[config.mk]
export PLATFORM = sky130hd
export DESIGN_NAME = display_command_list_player_unit
export DESIGN_NICKNAME = d
export VERILOG_FILES = /design/src/rtl/dclp_pkg.sv /design/src/rtl/dclp_step.sv /design/src/rtl/display_command_list_player_unit.sv
export VERILOG_INCLUDE_DIRS = /design/src /design/src/rtl
export SDC_FILE = /design/constraint.sdc
export NUM_CORES = 1
export LEC_CHECK = 0
export ABC_AREA = 1
export BUFFER_PORTS_ARGS = -buffer_cell sky130_fd_sc_hd__buf_4
export CORE_AREA = 2 2 67 132
export CTS_CLUSTER_DIAMETER = 200
export CTS_CLUSTER_SIZE = 30
export DETAILED_ROUTE_END_ITERATION = 12
export DIE_AREA = 0 0 69 134
export GPL_ROUTABILITY_DRIVEN = 0
export MAX_ROUTING_LAYER = met4
export PLACE_DENSITY = 0.61
export SLEW_MARGIN = 20
export SYNTH_ARGS = -nofsm -noshare
export SYNTH_HDL_FRONTEND = slang
export SYNTH_SLANG_ARGS = --single-unit
[constraint.sdc]
create_clock -name clk -period 5.58 [get_ports clk]
set_input_delay 0.279 -clock clk [delete_from_list [all_inputs] [get_ports clk]]
set_output_delay 0.279 -clock clk [all_outputs]
set_load 0.02 [all_outputs]
[src/rtl/display_command_list_player_unit_assert.svh]
// Assertion macros for the display command list player.
// Used by the top level; relies on clk and arst_n being in scope.
`ifndef DISPLAY_COMMAND_LIST_PLAYER_UNIT_ASSERT_SVH
`define DISPLAY_COMMAND_LIST_PLAYER_UNIT_ASSERT_SVH

`ifndef NO_ASSERTIONS
// Checked on every rising edge outside reset
`define DCLP_ASSERT(lbl, prop, msg) \
	lbl: assert property (@(posedge clk) disable iff (!arst_n) prop) else $error(msg);
// Checked on every rising edge, reset included
`define DCLP_ASSERT_ALWAYS(lbl, prop, msg) \
	lbl: assert property (@(posedge clk) prop) else $error(msg);
`else
`define DCLP_ASSERT(lbl, prop, msg)
`define DCLP_ASSERT_ALWAYS(lbl, prop, msg)
`endif

`endif

[src/rtl/dclp_pkg.sv]
// Shared types and constants for the display command list player.
// No dependencies.
package dclp_pkg;

	// Parse phase codes
	localparam logic [2:0] PH_COUNT  = 3'd0;
	localparam logic [2:0] PH_OPCODE = 3'd1;
	localparam logic [2:0] PH_ARGC   = 3'd2;
	localparam logic [2:0] PH_ARGS   = 3'd3;
	localparam logic [2:0] PH_DELAY  = 3'd4;
	localparam logic [2:0] PH_IGNORE = 3'd5;

	// Argument count byte: top bit requests a delay
	localparam int DELAY_FLAG_BIT = 7;

	// Delay byte of all ones means the long delay
	localparam logic [7:0] LONG_DELAY_CODE = 8'd255;
	localparam logic [8:0] LONG_DELAY_MS   = 9'd500;

	// Result kinds
	localparam logic KIND_LINK  = 1'b0;
	localparam logic KIND_DELAY = 1'b1;

	typedef struct packed {
		logic [2:0] phase;
		logic [7:0] commands_left;
		logic [6:0] args_left;
		logic       delay_pending;
		logic [7:0] held_opcode;
	} state_t;

	typedef struct packed {
		logic       out_kind;
		logic [7:0] link_byte;
		logic       is_data;
		logic       frame_end;
		logic [8:0] wait_ms;
	} result_t;

	localparam state_t STATE_RESET = '{
		phase:         PH_COUNT,
		commands_left: 8'd0,
		args_left:     7'd0,
		delay_pending: 1'b0,
		held_opcode:   8'd0
	};

endpackage

[src/rtl/dclp_step.sv]
// Per-byte parser step: next state and optional result word.
// Depends on dclp_pkg.
module dclp_step (
	input  dclp_pkg::state_t  cur,
	input  logic [7:0]        list_byte,
	input  logic              list_last,
	output dclp_pkg::state_t  nxt,
	output logic              emit,
	output dclp_pkg::result_t res
);

	logic [7:0] cmds_dec;
	logic [6:0] args_dec;
	logic [6:0] argc;
	logic [2:0] finish_phase;

	assign cmds_dec     = cur.commands_left - 8'd1;
	assign args_dec     = cur.args_left - 7'd1;
	assign argc         = list_byte[6:0];
	assign finish_phase = (cmds_dec != 8'd0) ? dclp_pkg::PH_OPCODE : dclp_pkg::PH_IGNORE;

	always_comb begin
		nxt  = cur;
		emit = 1'b0;
		res  = '{
			out_kind:  dclp_pkg::KIND_LINK,
			link_byte: 8'd0,
			is_data:   1'b0,
			frame_end: 1'b0,
			wait_ms:   9'd0
		};

		unique case (cur.phase)
			dclp_pkg::PH_COUNT: begin
				nxt.commands_left = list_byte;
				nxt.phase = (list_byte != 8'd0) ? dclp_pkg::PH_OPCODE : dclp_pkg::PH_IGNORE;
			end
			dclp_pkg::PH_OPCODE: begin
				nxt.held_opcode = list_byte;
				// list ends on the opcode: send it alone as a closed frame
				if (list_last) begin
					emit          = 1'b1;
					res.link_byte = list_byte;
					res.frame_end = 1'b1;
				end
				nxt.phase = dclp_pkg::PH_ARGC;
			end
			dclp_pkg::PH_ARGC: begin
				nxt.args_left     = argc;
				nxt.delay_pending = list_byte[dclp_pkg::DELAY_FLAG_BIT];
				emit              = 1'b1;
				res.link_byte     = cur.held_opcode;
				res.frame_end     = (argc == 7'd0) || list_last;
				if (argc != 7'd0) begin
					nxt.phase = dclp_pkg::PH_ARGS;
				end else if (list_byte[dclp_pkg::DELAY_FLAG_BIT]) begin
					nxt.phase = dclp_pkg::PH_DELAY;
				end else begin
					nxt.commands_left = cmds_dec;
					nxt.delay_pending = 1'b0;
					nxt.args_left     = 7'd0;
					nxt.phase         = finish_phase;
				end
			end
			dclp_pkg::PH_ARGS: begin
				emit          = 1'b1;
				res.link_byte = list_byte;
				res.is_data   = 1'b1;
				res.frame_end = (cur.args_left <= 7'd1) || list_last;
				nxt.args_left = args_dec;
				if (args_dec == 7'd0) begin
					if (cur.delay_pending) begin
						nxt.phase = dclp_pkg::PH_DELAY;
					end else begin
						nxt.commands_left = cmds_dec;
						nxt.delay_pending = 1'b0;
						nxt.args_left     = 7'd0;
						nxt.phase         = finish_phase;
					end
				end
			end
			dclp_pkg::PH_DELAY: begin
				emit         = 1'b1;
				res.out_kind = dclp_pkg::KIND_DELAY;
				res.wait_ms  = (list_byte == dclp_pkg::LONG_DELAY_CODE) ?
					dclp_pkg::LONG_DELAY_MS : {1'b0, list_byte};
				nxt.commands_left = cmds_dec;
				nxt.delay_pending = 1'b0;
				nxt.args_left     = 7'd0;
				nxt.phase         = finish_phase;
			end
			// ignore phase and unused codes: swallow the byte
			default: begin
				nxt = cur;
			end
		endcase

		// end of list buffer: back to expecting a count
		if (list_last) begin
			nxt = dclp_pkg::STATE_RESET;
		end
	end

endmodule

[src/rtl/display_command_list_player_unit.sv]
// Top level of the display command list player: input register, parser step, result register.
// Depends on dclp_pkg, dclp_step and display_command_list_player_unit_assert.svh.
//
// Takes one list byte per clock while in_stall is low, and gives at most one result word
// per byte, in order. A byte is registered in the input register on acceptance and parsed
// once the output register can take a word; its result is then loaded into the output
// register. Sustained rate is one byte per cycle while the sink does not stall, set by the
// state update in the parser step; in_stall rises only while the output register holds a word
// that the sink is stalling and a further byte is already waiting in the input register.

`include "display_command_list_player_unit_assert.svh"

module display_command_list_player_unit (
	input  logic       clk,
	input  logic       arst_n,
	// list byte channel
	input  logic       in_valid,
	output logic       in_stall,
	input  logic [7:0] list_byte,
	input  logic       list_last,
	// result channel
	output logic       out_valid,
	input  logic       out_stall,
	output logic       out_kind,
	output logic [7:0] link_byte,
	output logic       is_data,
	output logic       frame_end,
	output logic [8:0] wait_ms
);

	logic              valid_s1;
	logic [7:0]        byte_s1;
	logic              last_s1;
	dclp_pkg::state_t  state_q;
	dclp_pkg::state_t  state_nxt;
	logic              emit;
	dclp_pkg::result_t res;
	dclp_pkg::result_t res_q;
	logic              out_valid_q;
	logic              out_free;
	logic              adv;
	logic              in_take;

	// handshake: stage 1 moves on whenever the output register can take a word
	assign out_free = !out_valid_q || !out_stall;
	assign adv      = valid_s1 && out_free;
	assign in_stall = valid_s1 && !out_free;
	assign in_take  = in_valid && !in_stall;

	// input register
	always_ff @(posedge clk or negedge arst_n) begin
		if (!arst_n) begin
			valid_s1 <= 1'b0;
		end else if (in_take) begin
			valid_s1 <= 1'b1;
		end else if (adv) begin
			valid_s1 <= 1'b0;
		end
	end

	always_ff @(posedge clk) begin
		if (in_take) begin
			byte_s1 <= list_byte;
			last_s1 <= list_last;
		end
	end

	// parser step
	dclp_step u_step (
		.cur       (state_q),
		.list_byte (byte_s1),
		.list_last (last_s1),
		.nxt       (state_nxt),
		.emit      (emit),
		.res       (res)
	);

	// parser state
	always_ff @(posedge clk or negedge arst_n) begin
		if (!arst_n) begin
			state_q <= dclp_pkg::STATE_RESET;
		end else if (adv) begin
			state_q <= state_nxt;
		end
	end

	// result register
	always_ff @(posedge clk or negedge arst_n) begin
		if (!arst_n) begin
			out_valid_q <= 1'b0;
		end else if (adv && emit) begin
			out_valid_q <= 1'b1;
		end else if (!out_stall) begin
			out_valid_q <= 1'b0;
		end
	end

	always_ff @(posedge clk) begin
		if (adv && emit) begin
			res_q <= res;
		end
	end

	assign out_valid = out_valid_q;
	assign out_kind  = res_q.out_kind;
	assign link_byte = res_q.link_byte;
	assign is_data   = res_q.is_data;
	assign frame_end = res_q.frame_end;
	assign wait_ms   = res_q.wait_ms;

	// checks
	`DCLP_ASSERT_ALWAYS(a_stall_needs_item, in_stall |-> valid_s1,
		"stall with empty input register")
	`DCLP_ASSERT(a_delay_word_clean,
		(out_valid && out_kind == dclp_pkg::KIND_DELAY) |->
		(wait_ms <= dclp_pkg::LONG_DELAY_MS && link_byte == 8'd0 && !is_data && !frame_end),
		"bad delay word")
	`DCLP_ASSERT(a_link_word_no_wait,
		(out_valid && out_kind == dclp_pkg::KIND_LINK) |-> (wait_ms == 9'd0),
		"link word carries a wait")
	`DCLP_ASSERT(a_last_resets,
		(adv && last_s1) |=>
		(state_q.phase == dclp_pkg::PH_COUNT && state_q.commands_left == 8'd0),
		"list end did not reset parser")

endmodule

==> qor.yml <==
slowest_stage: "nor2_2"
syn_area_um2: 3220
status: "finished clean"
rr_startpoint: "state_q[26]"
hold_violations: 0
drt-wirelength-per-cell_um: 16.7
clk_pin_slew_worst_paths_ns: 0.05
htree_num_levels: 3
fin_tns_setup_ns: 0
synth_warnings: 0
finalWirelength_um: 8920
grt-ovfl-total: 0
core_area_um2: 8230
setup_ws_ns: 3.17
synth_cell_types: 36
min_period_over_period: 0.432
arrival_ns: 2.43
tightestPinTransition_ns: 0.762
setup_viol: 0
die_area_um2: 9250
cp_slowest_stage_delay_ns: 0.57
rsz0062_at_grt: "no"
dp_slack_ns: 3.21
worstSkewPairLatency_ns: 0.33
startpoint_type: "register"
powerDensity_nw_per_um2: 575
maxCapViolations: 0
post-route-cell-area_um2: 3890
clock.fmax_mhz: 415
min-delay-start: "list_byte[1]"
ctsLongestPathBuffers: 2
crit_family: "simple AND/OR/NAND/NOR gates"
crit_chain: "inv_1 -> nand2_1 -> nor2_2 -> nor2_4 -> inv_2 -> nor2_2 -> nor2_1 -> buf_4"
grt_antenna_before_repair: 0
fin_crit_ns: 2.41
ios: 35
ctsResizeCount: 0
fin_nets: 449
critPathKind: "reg -> reg"
hpwl_um: 6740
cts.sinks: 58
dpl_cell_area_um2: 3560
seq_area_frac_synth: 0.496
nFillCells: 804
port_buffers: 34
drt-pass1-iter-count: 4
start_util: 0.391
area_growth_pct: 20.9
grt_pass1_vias: 2962
cp_common_cell: "nor2_2"
die_h_um: 134
p_leak_nw: 1.72
diodes: 0
grt_max_degree: 30
drive_gt1_frac: 0.158
ant_nets: 0
hp-class: "in -> reg"
crit_fanout: 20
cts-root-buf: "clkbuf_16"
grt_use_total: 0.208
drtIter0Drc: 347
skew_ns: 0.00516
via_count: 2910
grt_pass1_wl_um: 14500
worst_ep_required_time_ns: 5.59
cp_num_buf_inv: 3
syn_nets: 411
row_count: 47
drc: 0
slew_headroom: 0.489
startpoint: "state_q[26]"
cts_tree: "yes"
syn_avg_cell_area_um2: 8.19
cts_buffers: 9
end_kind: "register"
die_w_um: 69
ys_ff_latch: 58
timing.final.max_slew_violations: 0
ir_worst_vdd_mv: 0.224
via_per_inst: 5.45
syn-instance-count: 393
-- per-layer routing --
layer | wire (um) | vias to the layer above | track usage
met5 | 0 | - | -
met2 | 4830 | 108 | 0.373
li1 | - | 1405 | -
met1 | 3030 | 1346 | 0.175
met3 | 360 | 51 | 0.0488
met4 | 703 | 0 | 0.176
-- worst register-to-register path: cells and delay by family (launching register included) --
| family | cells | cell delay [ns] |
|---|---|---|
| flip-flops | 1 | 0.43 |
| AND/OR/NAND/NOR | 5 | 1.00 |
| buffers and inverters | 3 | 0.65 |
-- kinds of logic after synthesis --
logic type	count (synthesis)	share of synthesized area
and+or+nand+nor	205	0.293
adders and majority gates	5	0.0194
xor gates and xnor gates	2	0.00545
DFF	58	0.496
AOI/OAI and AO/OA	61	0.110
buffers and inverters	62	0.0755
-- metrics by stage --
step | hold WS (ns) | power [mW] | utilization | instances
floorplan | -0.0166 | 1.38 | - | 393
global placement | 0.234 | 1.62 | 0.432 | 517
detailed placement | 0.237 | 1.64 | 0.432 | 517
CTS | 0.115 | 2.23 | 0.472 | 534
global route | 0.114 | 2.39 | 0.472 | 534
finish | 0.120 | 2.24 | 0.472 | 534
-- cell usage in the layout, fill, tap and decap left out, types with 5 or more instances in the layout --
master     instances
o22ai_1           12
nand3_1           29
inv_2              5
clkbuf_16          9
edfxtp_1          29
nand4_1           20
o21ai_1           16
ha_1               5
nand2_1           91
buf_4             35
nor2_1            44
o21ai_0           14
nor2_2             7
dfrtp_1           29
a21oi_1           10
inv_1             46
-- synth_stat cells --
library cell | instances | area share
nand2_1 | 91 | 0.11
inv_1 | 46 | 0.054
nor2_1 | 44 | 0.051
dfrtp_1 | 29 | 0.23
edfxtp_1 | 29 | 0.27
nand3_1 | 29 | 0.045
nand4_1 | 20 | 0.039
o21ai_1 | 16 | 0.025
o21ai_0 | 14 | 0.022
o22ai_1 | 12 | 0.023
a21oi_1 | 10 | 0.016
nor2_2 | 7 | 0.014
clkbuf_1 | 6 | 0.0070
ha_1 | 5 | 0.019
inv_2 | 5 | 0.0058
nor3_1 | 3 | 0.0047
a22oi_1 | 2 | 0.0047
buf_2 | 2 | 0.0031
clkinv_1 | 2 | 0.0023
nand2_2 | 2 | 0.0039
nand3b_1 | 2 | 0.0047
nor4_1 | 2 | 0.0039
o211ai_1 | 2 | 0.0047
a21oi_4 | 1 | 0.0051
a22o_1 | 1 | 0.0027
a311o_1 | 1 | 0.0031
buf_6 | 1 | 0.0035
nand2_4 | 1 | 0.0035
nand3_2 | 1 | 0.0031
nand3_4 | 1 | 0.0054
nor2_4 | 1 | 0.0035
nor3_4 | 1 | 0.0051
o21a_1 | 1 | 0.0023
o31ai_1 | 1 | 0.0023
xnor2_1 | 1 | 0.0027
xor2_1 | 1 | 0.0027
-- timing repair --
action	in CTS	in global routing
buffers inserted	0	0
setup endpoints to repair	0	0
hold buffers	1	0
endpoints found under the hold margin	29	0
-- sequential cells by signal, summed over array words and instances, names as in the netlist --
name       cells
out_valid      1
last_s1        1
valid_s1       1
frame_end      1
is_data        1
out_kind       1
wait_ms        9
link_byte      8
state_q       27
byte_s1        8
-- final cells by class --
| cell class | count | area (um2) | share of cell area |
|---|---|---|---|
| Clock inverter | 5 | 77.6 | 0.0199 |
| Timing Repair Buffer | 36 | 273 | 0.0701 |
| Inverter | 53 | 199 | 0.0512 |
| Multi-Input combinational cell | 273 | 1380 | 0.354 |
| Clock buffer | 11 | 243 | 0.0624 |
| Tap cell | 98 | 123 | 0.0315 |
| Sequential cell | 58 | 1600 | 0.411 |
-- worst paths after layout --
path	to	slack, ns	cells after the start
max	link_byte[4]	3.17	8
min	byte_s1[1]	0.12	1
max reg2reg	link_byte[4]	3.17	8
min reg2reg	state_q[17]	0.48	2
max in group asynchronous	state_q[16]	4.87	2
min in group asynchronous	state_q[15]	0.41	2
-- power breakdown --
part           leakage [nW]  total [mW]  internal [mW]  switching, mW
clock                 0.157       0.590          0.401          0.190
combinational         0.905       0.951          0.303          0.648
sequential            0.654       0.694          0.590          0.103
total                  1.72        2.24           1.29          0.941
(Power assumes the default switching activity.)
